<file path="config.mk">
export PLATFORM = sky130hd
export DESIGN_NAME = flash_record_ring_manager
export DESIGN_NICKNAME = d
export VERILOG_FILES = /design/src/hw/rtl/frm_pkg.sv /design/src/hw/rtl/frm_front.sv /design/src/hw/rtl/frm_queue.sv /design/src/hw/rtl/frm_back.sv /design/src/hw/rtl/flash_record_ring_manager.sv
export VERILOG_INCLUDE_DIRS = /design/src /design/src/hw/rtl
export SDC_FILE = /design/constraint.sdc
export NUM_CORES = 1
export LEC_CHECK = 0
export BUFFER_PORTS_ARGS = -buffer_cell sky130_fd_sc_hd__buf_2
export CAP_MARGIN = 10
export CORE_ASPECT_RATIO = 1.75
export CORE_MARGIN = 10
export CORE_UTILIZATION = 45
export DETAILED_ROUTE_END_ITERATION = 12
export GPL_TIMING_DRIVEN = 0
export HOLD_SLACK_MARGIN = 0.1
export PLACE_DENSITY = 0.63
export REMOVE_ABC_BUFFERS = 1
export SYNTH_ARGS = -nofsm -noshare
export SYNTH_HDL_FRONTEND = slang
export SYNTH_HIERARCHICAL = 1
export SYNTH_SLANG_ARGS = --single-unit
</file>
<file path="constraint.sdc">
create_clock -name clk -period 5.6 [get_ports clk]
set_input_delay 0.56 -clock clk [delete_from_list [all_inputs] [get_ports clk]]
set_output_delay 0.56 -clock clk [all_outputs]
set_load 0.02 [all_outputs]
</file>
<file path="src/hw/rtl/assert_macros.svh">
// assertion helpers shared by the rtl
`ifndef ASSERT_MACROS_SVH
`define ASSERT_MACROS_SVH
`ifndef SYNTHESIS
`define ASSERT_IMPLY(lbl, clk, rst, ante, cons, msg) \
  lbl: assert property (@(posedge clk) disable iff (rst) (ante) |-> (cons)) else $error(msg);
`define ASSERT_NEVER(lbl, clk, rst, cond, msg) \
  lbl: assert property (@(posedge clk) disable iff (rst) !(cond)) else $error(msg);
`else
`define ASSERT_IMPLY(lbl, clk, rst, ante, cons, msg)
`define ASSERT_NEVER(lbl, clk, rst, cond, msg)
`endif
`endif

</file>
<file path="src/hw/rtl/frm_pkg.sv">
`default_nettype none
package frm_pkg;

  typedef struct packed {
    logic [1:0]  action;
    logic        header_valid;
    logic [7:0]  record_seq;
    logic        size_matches;
    logic        counters_valid;
    logic [31:0] hot_total;
    logic [31:0] cold_total;
  } item_t;

  typedef struct packed {
    logic [1:0]  command;
    logic [2:0]  outcome;
    logic [5:0]  page_index;
    logic [7:0]  seq_out;
    logic [31:0] hot_out;
    logic [31:0] cold_out;
    logic        last;
  } result_t;

  localparam logic [1:0] ACT_BEGIN  = 2'd0;
  localparam logic [1:0] ACT_HEADER = 2'd1;
  localparam logic [1:0] ACT_WRITE  = 2'd2;

  localparam logic [1:0] CMD_STATUS       = 2'd0;
  localparam logic [1:0] CMD_ERASE_REGION = 2'd1;
  localparam logic [1:0] CMD_ERASE_SECTOR = 2'd2;
  localparam logic [1:0] CMD_WRITE_PAGE   = 2'd3;

  localparam logic [2:0] OUT_CONTINUE    = 3'd0;
  localparam logic [2:0] OUT_ADOPTED     = 3'd1;
  localparam logic [2:0] OUT_REINIT_ZERO = 3'd2;
  localparam logic [2:0] OUT_REINIT_KEPT = 3'd3;
  localparam logic [2:0] OUT_WRITTEN     = 3'd4;
  localparam logic [2:0] OUT_IGNORED     = 3'd5;

  typedef enum logic [1:0] {
    JOB_STATUS,
    JOB_REINIT,
    JOB_WRITE,
    JOB_WRITE_ERASE
  } job_kind_t;

  typedef struct packed {
    job_kind_t   kind;
    logic [2:0]  outcome;
    logic [5:0]  page;
    logic [7:0]  seq;
    logic [31:0] hot;
    logic [31:0] cold;
  } job_t;

  localparam int QUEUE_DEPTH = 2;

endpackage
`default_nettype wire

</file>
<file path="src/hw/rtl/frm_front.sv">
`default_nettype none
module frm_front #(
  parameter int NUM_PAGES        = 64,
  parameter int PAGES_PER_SECTOR = 16,
  parameter int SEQ_BITS         = 8
) (
  input  wire logic          clk,
  input  wire logic          rst,
  input  wire logic          item_valid,
  output logic               item_ready,
  input  wire frm_pkg::item_t item,
  input  wire logic          q_full,
  output logic               q_push,
  output frm_pkg::job_t      q_job
);
  import frm_pkg::*;

  localparam int PW  = $clog2(NUM_PAGES);
  localparam int SPW = $clog2(NUM_PAGES + 1);
  localparam int OW  = (PAGES_PER_SECTOR > 1) ? $clog2(PAGES_PER_SECTOR) : 1;
  localparam logic [SPW-1:0] END_POS   = SPW'(NUM_PAGES);
  localparam logic [PW-1:0]  LAST_PAGE = PW'(NUM_PAGES - 1);
  localparam logic [OW-1:0]  LAST_OFF  = OW'(PAGES_PER_SECTOR - 1);

  logic                scanning, scanning_next;
  logic [SPW-1:0]      scan_position, scan_position_next;
  logic [OW-1:0]       scan_off, scan_off_next;
  logic [SEQ_BITS-1:0] best_seq, best_seq_next;
  logic                best_size_ok, best_size_ok_next;
  logic                best_counters_ok, best_counters_ok_next;
  logic [31:0]         best_hot, best_hot_next;
  logic [31:0]         best_cold, best_cold_next;
  logic [PW-1:0]       current_page, current_page_next;
  logic [OW-1:0]       cur_off, cur_off_next;
  logic [SEQ_BITS-1:0] current_seq, current_seq_next;

  logic [SEQ_BITS+7:0] rseq_ext;
  logic [SEQ_BITS-1:0] rseq;
  logic [SPW-1:0]      pos_inc;
  logic [OW-1:0]       off_inc;
  logic                take;
  logic                finish;
  logic [SPW-1:0]      adopt_pos;
  logic [PW-1:0]       adopt_page;
  logic [PW+5:0]       page_ext;
  logic [SEQ_BITS+7:0] seq_ext;
  logic [PW-1:0]       wr_page;
  logic [OW-1:0]       wr_off;
  job_t                job;

  assign item_ready = !q_full;
  assign q_push     = item_valid && !q_full;
  assign q_job      = job;

  assign rseq_ext = {{SEQ_BITS{1'b0}}, item.record_seq};
  assign rseq     = rseq_ext[SEQ_BITS-1:0];
  assign pos_inc  = scan_position + 1'b1;
  assign off_inc  = (scan_off == LAST_OFF) ? '0 : scan_off + 1'b1;
  assign wr_page  = (current_page == LAST_PAGE) ? '0 : current_page + 1'b1;
  assign wr_off   = ((current_page == LAST_PAGE) || (cur_off == LAST_OFF)) ? '0 :
                    cur_off + 1'b1;

  always_comb begin
    scanning_next         = scanning;
    scan_position_next    = scan_position;
    scan_off_next         = scan_off;
    best_seq_next         = best_seq;
    best_size_ok_next     = best_size_ok;
    best_counters_ok_next = best_counters_ok;
    best_hot_next         = best_hot;
    best_cold_next        = best_cold;
    current_page_next     = current_page;
    cur_off_next          = cur_off;
    current_seq_next      = current_seq;
    job                   = '0;
    job.kind              = JOB_STATUS;
    job.outcome           = OUT_IGNORED;
    take                  = 1'b0;
    finish                = 1'b0;
    adopt_pos             = '0;
    adopt_page            = '0;
    page_ext              = '0;
    seq_ext               = '0;

    if (item.action == ACT_BEGIN) begin
      scanning_next      = 1'b1;
      scan_position_next = '0;
      scan_off_next      = '0;
      job.outcome        = OUT_CONTINUE;
    end else if (item.action == ACT_HEADER && scanning) begin
      if (scan_position == '0) begin
        take = item.header_valid;
      end else begin
        take = item.header_valid && (rseq == best_seq + 1'b1);
      end
      finish = take ? (pos_inc >= END_POS) : (scan_position != '0);

      if (take) begin
        best_seq_next         = rseq;
        best_size_ok_next     = item.size_matches;
        best_counters_ok_next = item.counters_valid;
        best_hot_next         = item.hot_total;
        best_cold_next        = item.cold_total;
        scan_position_next    = pos_inc;
        scan_off_next         = off_inc;
      end

      if (!take && !finish) begin
        // blank first page
        job.kind          = JOB_REINIT;
        job.outcome       = OUT_REINIT_ZERO;
        scanning_next     = 1'b0;
        current_page_next = '0;
        cur_off_next      = '0;
        current_seq_next  = '0;
      end else if (!finish) begin
        job.outcome = OUT_CONTINUE;
      end else if (best_size_ok_next) begin
        adopt_pos         = scan_position_next - 1'b1;
        adopt_page        = adopt_pos[PW-1:0];
        page_ext          = {6'd0, adopt_page};
        seq_ext           = {8'd0, best_seq_next};
        job.outcome       = OUT_ADOPTED;
        job.page          = page_ext[5:0];
        job.seq           = seq_ext[7:0];
        scanning_next     = 1'b0;
        current_page_next = adopt_page;
        cur_off_next      = (scan_off_next == '0) ? LAST_OFF : scan_off_next - 1'b1;
        current_seq_next  = best_seq_next;
      end else begin
        job.kind          = JOB_REINIT;
        scanning_next     = 1'b0;
        current_page_next = '0;
        cur_off_next      = '0;
        current_seq_next  = '0;
        if (best_counters_ok_next) begin
          job.outcome = OUT_REINIT_KEPT;
          job.hot     = best_hot_next;
          job.cold    = best_cold_next;
        end else begin
          job.outcome = OUT_REINIT_ZERO;
        end
      end
    end else if (item.action == ACT_WRITE && !scanning) begin
      current_page_next = wr_page;
      cur_off_next      = wr_off;
      current_seq_next  = current_seq + 1'b1;
      page_ext          = {6'd0, wr_page};
      seq_ext           = {8'd0, current_seq_next};
      job.kind          = (wr_off == '0) ? JOB_WRITE_ERASE : JOB_WRITE;
      job.outcome       = OUT_WRITTEN;
      job.page          = page_ext[5:0];
      job.seq           = seq_ext[7:0];
    end
  end

  always_ff @(posedge clk) begin
    if (rst) begin
      scanning         <= 1'b0;
      scan_position    <= '0;
      scan_off         <= '0;
      best_seq         <= '0;
      best_size_ok     <= 1'b0;
      best_counters_ok <= 1'b0;
      best_hot         <= '0;
      best_cold        <= '0;
      current_page     <= '0;
      cur_off          <= '0;
      current_seq      <= '0;
    end else if (q_push) begin
      scanning         <= scanning_next;
      scan_position    <= scan_position_next;
      scan_off         <= scan_off_next;
      best_seq         <= best_seq_next;
      best_size_ok     <= best_size_ok_next;
      best_counters_ok <= best_counters_ok_next;
      best_hot         <= best_hot_next;
      best_cold        <= best_cold_next;
      current_page     <= current_page_next;
      cur_off          <= cur_off_next;
      current_seq      <= current_seq_next;
    end
  end

endmodule
`default_nettype wire

</file>
<file path="src/hw/rtl/frm_queue.sv">
`default_nettype none
module frm_queue (
  input  wire logic          clk,
  input  wire logic          rst,
  input  wire logic          push,
  input  wire frm_pkg::job_t push_job,
  output logic               full,
  input  wire logic          pop,
  output logic               head_valid,
  output frm_pkg::job_t      head_job
);
  import frm_pkg::*;

  localparam int AW = (QUEUE_DEPTH > 1) ? $clog2(QUEUE_DEPTH) : 1;
  localparam int CW = $clog2(QUEUE_DEPTH + 1);
  localparam logic [AW-1:0] LAST_SLOT = AW'(QUEUE_DEPTH - 1);
  localparam logic [CW-1:0] FULL_CNT  = CW'(QUEUE_DEPTH);

  job_t          slots [QUEUE_DEPTH];
  logic [AW-1:0] wr_ptr;
  logic [AW-1:0] rd_ptr;
  logic [CW-1:0] count;
  logic          do_push;
  logic          do_pop;

  assign full       = (count == FULL_CNT);
  assign head_valid = (count != '0);
  assign head_job   = slots[rd_ptr];
  assign do_push    = push && !full;
  assign do_pop     = pop && head_valid;

  always_ff @(posedge clk) begin
    if (do_push) begin
      slots[wr_ptr] <= push_job;
    end
  end

  always_ff @(posedge clk) begin
    if (rst) begin
      wr_ptr <= '0;
      rd_ptr <= '0;
      count  <= '0;
    end else begin
      if (do_push) begin
        wr_ptr <= (wr_ptr == LAST_SLOT) ? '0 : wr_ptr + 1'b1;
      end
      if (do_pop) begin
        rd_ptr <= (rd_ptr == LAST_SLOT) ? '0 : rd_ptr + 1'b1;
      end
      if (do_push && !do_pop) begin
        count <= count + 1'b1;
      end else if (do_pop && !do_push) begin
        count <= count - 1'b1;
      end
    end
  end

endmodule
`default_nettype wire

</file>
<file path="src/hw/rtl/frm_back.sv">
`default_nettype none
`include "assert_macros.svh"
module frm_back (
  input  wire logic          clk,
  input  wire logic          rst,
  input  wire logic          q_valid,
  input  wire frm_pkg::job_t q_job,
  output logic               q_pop,
  output logic               result_valid,
  input  wire logic          result_ready,
  output frm_pkg::result_t   result
);
  import frm_pkg::*;

  job_t       job;
  logic       busy;
  logic [1:0] step;
  logic [1:0] last_step;
  logic       advance;
  logic       emit;
  logic       fin;
  logic       load;
  result_t    res_next;

  always_comb begin
    unique case (job.kind)
      JOB_STATUS:      last_step = 2'd0;
      JOB_REINIT:      last_step = 2'd2;
      JOB_WRITE:       last_step = 2'd0;
      JOB_WRITE_ERASE: last_step = 2'd1;
    endcase
  end

  assign advance = !result_valid || result_ready;
  assign emit    = advance && busy;
  assign fin     = emit && (step == last_step);
  assign load    = q_valid && (!busy || fin);
  assign q_pop   = load;

  always_comb begin
    res_next         = '0;
    res_next.outcome = job.outcome;
    unique case (job.kind)
      JOB_STATUS: begin
        res_next.command    = CMD_STATUS;
        res_next.page_index = job.page;
        res_next.seq_out    = job.seq;
        res_next.last       = 1'b1;
      end
      JOB_REINIT: begin
        case (step)
          2'd0: res_next.command = CMD_ERASE_REGION;
          2'd1: res_next.command = CMD_ERASE_SECTOR;
          default: begin
            res_next.command  = CMD_WRITE_PAGE;
            res_next.hot_out  = job.hot;
            res_next.cold_out = job.cold;
            res_next.last     = 1'b1;
          end
        endcase
      end
      JOB_WRITE: begin
        res_next.command    = CMD_WRITE_PAGE;
        res_next.page_index = job.page;
        res_next.seq_out    = job.seq;
        res_next.last       = 1'b1;
      end
      JOB_WRITE_ERASE: begin
        res_next.page_index = job.page;
        if (step == 2'd0) begin
          res_next.command = CMD_ERASE_SECTOR;
        end else begin
          res_next.command = CMD_WRITE_PAGE;
          res_next.seq_out = job.seq;
          res_next.last    = 1'b1;
        end
      end
    endcase
  end

  always_ff @(posedge clk) begin
    if (load) begin
      job <= q_job;
    end
    if (emit) begin
      result <= res_next;
    end
  end

  always_ff @(posedge clk) begin
    if (rst) begin
      busy         <= 1'b0;
      step         <= '0;
      result_valid <= 1'b0;
    end else begin
      if (advance) begin
        result_valid <= busy;
      end
      if (load) begin
        busy <= 1'b1;
        step <= '0;
      end else if (fin) begin
        busy <= 1'b0;
      end else if (emit) begin
        step <= step + 1'b1;
      end
    end
  end

  `ASSERT_IMPLY(a_region_not_last, clk, rst, result_valid && result.command == CMD_ERASE_REGION, !result.last, "erase region marked last")
  `ASSERT_IMPLY(a_status_last, clk, rst, result_valid && result.command == CMD_STATUS, result.last, "status result not last")
  `ASSERT_IMPLY(a_counts_on_write, clk, rst, result_valid && (result.hot_out != '0 || result.cold_out != '0), result.command == CMD_WRITE_PAGE, "counts on non-write result")
  `ASSERT_NEVER(a_step_range, clk, rst, busy && step > last_step, "step past end of job")

endmodule
`default_nettype wire

</file>
<file path="src/hw/rtl/flash_record_ring_manager.sv">
`default_nettype none
// Flash record ring manager. The front end takes one request per cycle whenever the
// two-entry job queue has room, follows the boot scan of page headers and keeps the
// current page and sequence; the back end turns each queued job into its commands,
// one result per cycle while result_ready does not stall it. A request yields one
// to three results (status, write, erase sector plus write, or the three-command
// re-initialisation), all emitted before the next job is taken. A request passes the
// queue slot, job register and result register before its first result; page_index
// carries the low 6 bits of the page and seq_out the low 8 bits of the sequence.
module flash_record_ring_manager #(
  parameter int NUM_PAGES        = 64,
  parameter int PAGES_PER_SECTOR = 16,
  parameter int SEQ_BITS         = 8
) (
  input  wire logic             clk,
  input  wire logic             rst,
  input  wire logic             item_valid,
  output logic                  item_ready,
  input  wire frm_pkg::item_t   item,
  output logic                  result_valid,
  input  wire logic             result_ready,
  output frm_pkg::result_t      result
);
  import frm_pkg::*;

  logic q_full;
  logic q_push;
  job_t q_push_job;
  logic q_pop;
  logic q_valid;
  job_t q_head;

  frm_front #(
    .NUM_PAGES        (NUM_PAGES),
    .PAGES_PER_SECTOR (PAGES_PER_SECTOR),
    .SEQ_BITS         (SEQ_BITS)
  ) u_front (
    .clk        (clk),
    .rst        (rst),
    .item_valid (item_valid),
    .item_ready (item_ready),
    .item       (item),
    .q_full     (q_full),
    .q_push     (q_push),
    .q_job      (q_push_job)
  );

  frm_queue u_queue (
    .clk        (clk),
    .rst        (rst),
    .push       (q_push),
    .push_job   (q_push_job),
    .full       (q_full),
    .pop        (q_pop),
    .head_valid (q_valid),
    .head_job   (q_head)
  );

  frm_back u_back (
    .clk          (clk),
    .rst          (rst),
    .q_valid      (q_valid),
    .q_job        (q_head),
    .q_pop        (q_pop),
    .result_valid (result_valid),
    .result_ready (result_ready),
    .result       (result)
  );

endmodule
`default_nettype wire

</file>
==> load_flow_metrics.sql <==
INSERT INTO impl_metrics (metric_group, metric, value, unit) VALUES
('yosys', 'synthArstFlopShare', '0', '%'),
('power_and_ir_drop', 'max-vdd-ir-drop', '0.222', 'mV'),
('clock_network', 'cts_buffers', '41', ''),
('layout', 'instances_no_fill', '2231', ''),
('grt', 'grt_first_pass_wirelength', '68100', 'microns'),
('place', 'gpl_wtd_cong', '0.814', ''),
('yosys', 'synthesis.area_per_instance', '12.4', 'sq um'),
('drt', 'dr_wl_met2', '23900', 'microns'),
('critical_path', 'worst-endpoint-arrival', '4.16', 'ns'),
('drt', 'route.top_layer_used', 'met4', ''),
('clock_network', 'max-clock-path-buffers', '3', ''),
('clock_network', 'clockRootBuffer', 'sky130_fd_sc_hd__clkbuf_16', ''),
('power_and_ir_drop', 'p_per_cell_area', '441', 'nW/um^2'),
('timing', 'max_slew.worst_pin.slew', '1.19', 'ns'),
('drt', 'avgRoutedWirePerCell', '19.8', 'microns'),
('job', 'cap_violations', '0', ''),
('floorplanning', 'fp.dieArea', '49800', 'sq um'),
('yosys', 'synth_top_flop_cell', 'sky130_fd_sc_hd__edfxtp_1', ''),
('layout', 'design_area', '21600', 'sq um'),
('min_path', 'timing.hold.worst.start', 'item[47]', ''),
('grt', 'gr-usage-all-layers', '17.2', '%'),
('clock_network', 'postCtsSetupBuffers', '0', ''),
('drt', 'dr.pass1.iters', '5', ''),
('timing', 'period_needed', '3.90', 'ns'),
('drt', 'drt-total-wl', '44200', 'microns'),
('status', 'outcome', 'finished, final reports clean', ''),
('place', 'placed_cells', '2150', ''),
('critical_path', 'critical_path.slowest_cell', 'sky130_fd_sc_hd__a32oi_2', ''),
('timing', 'setup_viol', '0', ''),
('critical_path', 'timing.critical_path.cells', 'ha_1 > nand2b_1 > a21o_1 > a31oi_1 > or2_0 > a211oi_4 > buf_8 > a32oi_2 > nor2_1 > mux2i_1 > o22ai_1', ''),
('grt', 'globalRoute.totalOverflow', '0', ''),
('power_and_ir_drop', 'p_leak', '0.00749', 'uW'),
('drt', 'num_vias', '12100', ''),
('yosys', 'yosys_register_bits', '446', ''),
('clock_network', 'cts_tree', 'built', ''),
('yosys', 'yosysUniqueCellTypes', '81', ''),
('timing', 'fin_hold_viols', '0', ''),
('clock_network', 'clk_transition_reported_paths', '0.06', 'ns'),
('layout', 'area_growth', '17.1', '%'),
('drt', 'routed_via_count_divided_by_cell_count', '5.40', ''),
('floorplanning', 'placement_rows', '98', ''),
('floorplanning', 'fp.dieH', '288', 'microns'),
('place', 'placed_area', '20200', 'sq um'),
('critical_path', 'timing_worst_setup_path_type', 'register to register', ''),
('grt', 'grt_antenna_before_repair', '5', ''),
('critical_path', 'worstPathBufferInverterCount', '1', ''),
('layout', 'finish.utilization', '53.0', '%'),
('clock_network', 'cts_hold_buf', '0', ''),
('layout', 'drive_above_1_share', '22.5', '%'),
('drt', 'sum_of_routed_wire_segments_on_met1', '16300', 'microns'),
('drt', 'dr_drc_count', '0', ''),
('drt', 'first_iter_violations', '735', ''),
('yosys', 'portion_of_the_post_synthesis_area_used_by_sequential_elements', '66.6', '%'),
('critical_path', 'origin_of_the_critical_flop_to_flop_path', 'u_front/best_seq[0]$_SDFFE_PP0P_', ''),
('grt', 'first_global_vias', '12400', ''),
('critical_path', 'required', '5.86', 'ns'),
('timing', 'report.final.slew_viol_count', '0', ''),
('floorplanning', 'initial_utilization', '45.3', '%'),
('timing', 'setup_repair_after_global_routing_missed_its_margin', 'no', ''),
('clock_network', 'htree_levels', '2', ''),
('timing', 'setup_tns', '0', 'ns'),
('floorplanning', 'die-width', '173', 'microns'),
('floorplanning', 'core_area', '40700', 'sq um'),
('critical_path', 'worst_path_largest_cell_delay', '0.86', 'ns'),
('critical_path', 'timing.critical_path.to_type', 'register', ''),
('yosys', 'synthesized_instance_count', '1491', ''),
('timing', 'achievable-frequency', '257', 'MHz'),
('yosys', 'yosys_warnings', '6', ''),
('clock_network', 'clock_insertion_delay_worst_skew', '0.54', 'ns'),
('layout', 'layout.filler_cells', '3487', ''),
('grt', 'largest_net_degree_at_the_start_of_global_routing', '74', '');
==> stage by stage <==
stage / hold slack (ns) / setup WS (ns) / power (uW)
after floorplan: 0.400 / -0.209 / 5970
after global placement: 0.402 / -4.94 / 6730
after detailed placement: 0.405 / 1.72 / 6840
after CTS: 0.243 / 1.78 / 9650
after global routing: 0.249 / 1.54 / 9930
final: 0.265 / 1.70 / 9530
==> routing by layer <==
metal | GRT usage [%] | vias up
met4 | 9.45 | 0
met1 | 17.7 | 5902
met5 | 0 | -
met2 | 32.7 | 386
met3 | 2.68 | 102
li1 | - | 5662
==> path summary, 6_finish.rpt <==
check,depth (start not counted),to,slack (ns)
min reg2reg,0,u_back/result[80]$_DFFE_PP_,0.42
max,11,u_queue/slots[0][74]$_DFFE_PP_,1.70
max reg2reg,11,u_queue/slots[0][74]$_DFFE_PP_,1.70
min,3,u_front/best_hot[15]$_SDFFE_PP0P_,0.26
==> state kept, by name (all words and copies together) (netlist names), 2 cells and up, named ones only <==
register               cells
u_queue/slots            166
u_back/result             84
u_back/job                83
u_front/best_cold         32
u_front/best_hot          32
u_front/best_seq           8
u_front/current_seq        8
u_front/scan_position      7
u_front/current_page       6
u_front/cur_off            4
u_front/scan_off           4
u_back/step                2
u_queue/count              2
==> kinds of logic (layout without fill, tap and decap cells) <==
kind of cell	count (synthesis)	in the layout	share of synthesized area [%]
other cells	0	5	0
buf+inv	106	291	2.70
compound gates	273	273	9.09
flops	446	446	66.6
mux	97	97	5.86
simple gates	524	524	13.3
fa+ha+maj	13	13	0.883
xor+xnor	32	32	1.60
==> layout by cell type, fill, tap and decap left out, drive strengths merged, types with 28 or more instances in the layout <==
| cell type | count |
|---|---|
| dfxtp | 113 |
| nand2 | 300 |
| nor2 | 54 |
| a21oi | 157 |
| o21ai | 28 |
| and2 | 82 |
| edfxtp | 333 |
| buf | 195 |
| mux2 | 84 |
| clkbuf | 56 |
==> synthesized netlist by cell type (all sizes together), types with 3 or more instances <==
| cell type | number | area, sq um |
|---|---|---|
| edfxtp | 333 | 10000 |
| nand2 | 300 | 1130 |
| a21oi | 157 | 797 |
| dfxtp | 113 | 2260 |
| mux2 | 84 | 950 |
| and2 | 82 | 513 |
| clkbuf | 58 | 225 |
| nor2 | 54 | 205 |
| buf | 28 | 198 |
| o21ai | 28 | 140 |
| inv | 20 | 75.1 |
| nand3 | 20 | 105 |
| a211oi | 18 | 163 |
| xnor2 | 18 | 158 |
| nor3 | 14 | 90.1 |
| ha | 13 | 163 |
| mux2i | 13 | 130 |
| xor2 | 13 | 114 |
| o22ai | 10 | 62.6 |
| a31oi | 8 | 50.1 |
| or3 | 7 | 48.8 |
| and3 | 6 | 37.5 |
| nand2b | 5 | 38.8 |
| o211ai | 5 | 51.3 |
| o31ai | 5 | 37.5 |
| o32ai | 5 | 43.8 |
| a22oi | 4 | 30.0 |
| nand3b | 4 | 30.0 |
| nand4 | 4 | 25.0 |
| nor2b | 4 | 27.5 |
| nor4 | 4 | 37.5 |
| o22a | 4 | 35.0 |
| or2 | 4 | 25.0 |
| or4 | 4 | 33.8 |
| a32oi | 3 | 33.8 |
| nor4b | 3 | 26.3 |
| o2111ai | 3 | 26.3 |
==> worst min-delay path, delay by kind of cell <==
| family | cells | cell delay [ns] |
|---|---|---|
| buffers and inverters | 1 | 0.10 |
| AND/OR/NAND/NOR | 1 | 0.05 |
| AO/OA/AOI/OAI | 1 | 0.05 |
==> power by group <==
part	leakage [uW]	internal, uW	switching, uW
clock	0.000655	1580	1220
combinational	0.00273	715	1220
sequential	0.00411	4540	258
==> layout make-up <==
cell class              instances  area [sq um]  area share, %
well taps                     550           688           3.19
repair buffers                195          1480           6.84
multi-input cells             939          5710           26.5
diodes                          5          12.5         0.0580
clock buffers                  56          1170           5.44
flip-flops and latches        446         12300           56.8
inverters                      20          80.1          0.371
clock inverters                20           173          0.800
Note: power is estimated with default switching activity, not from simulation.
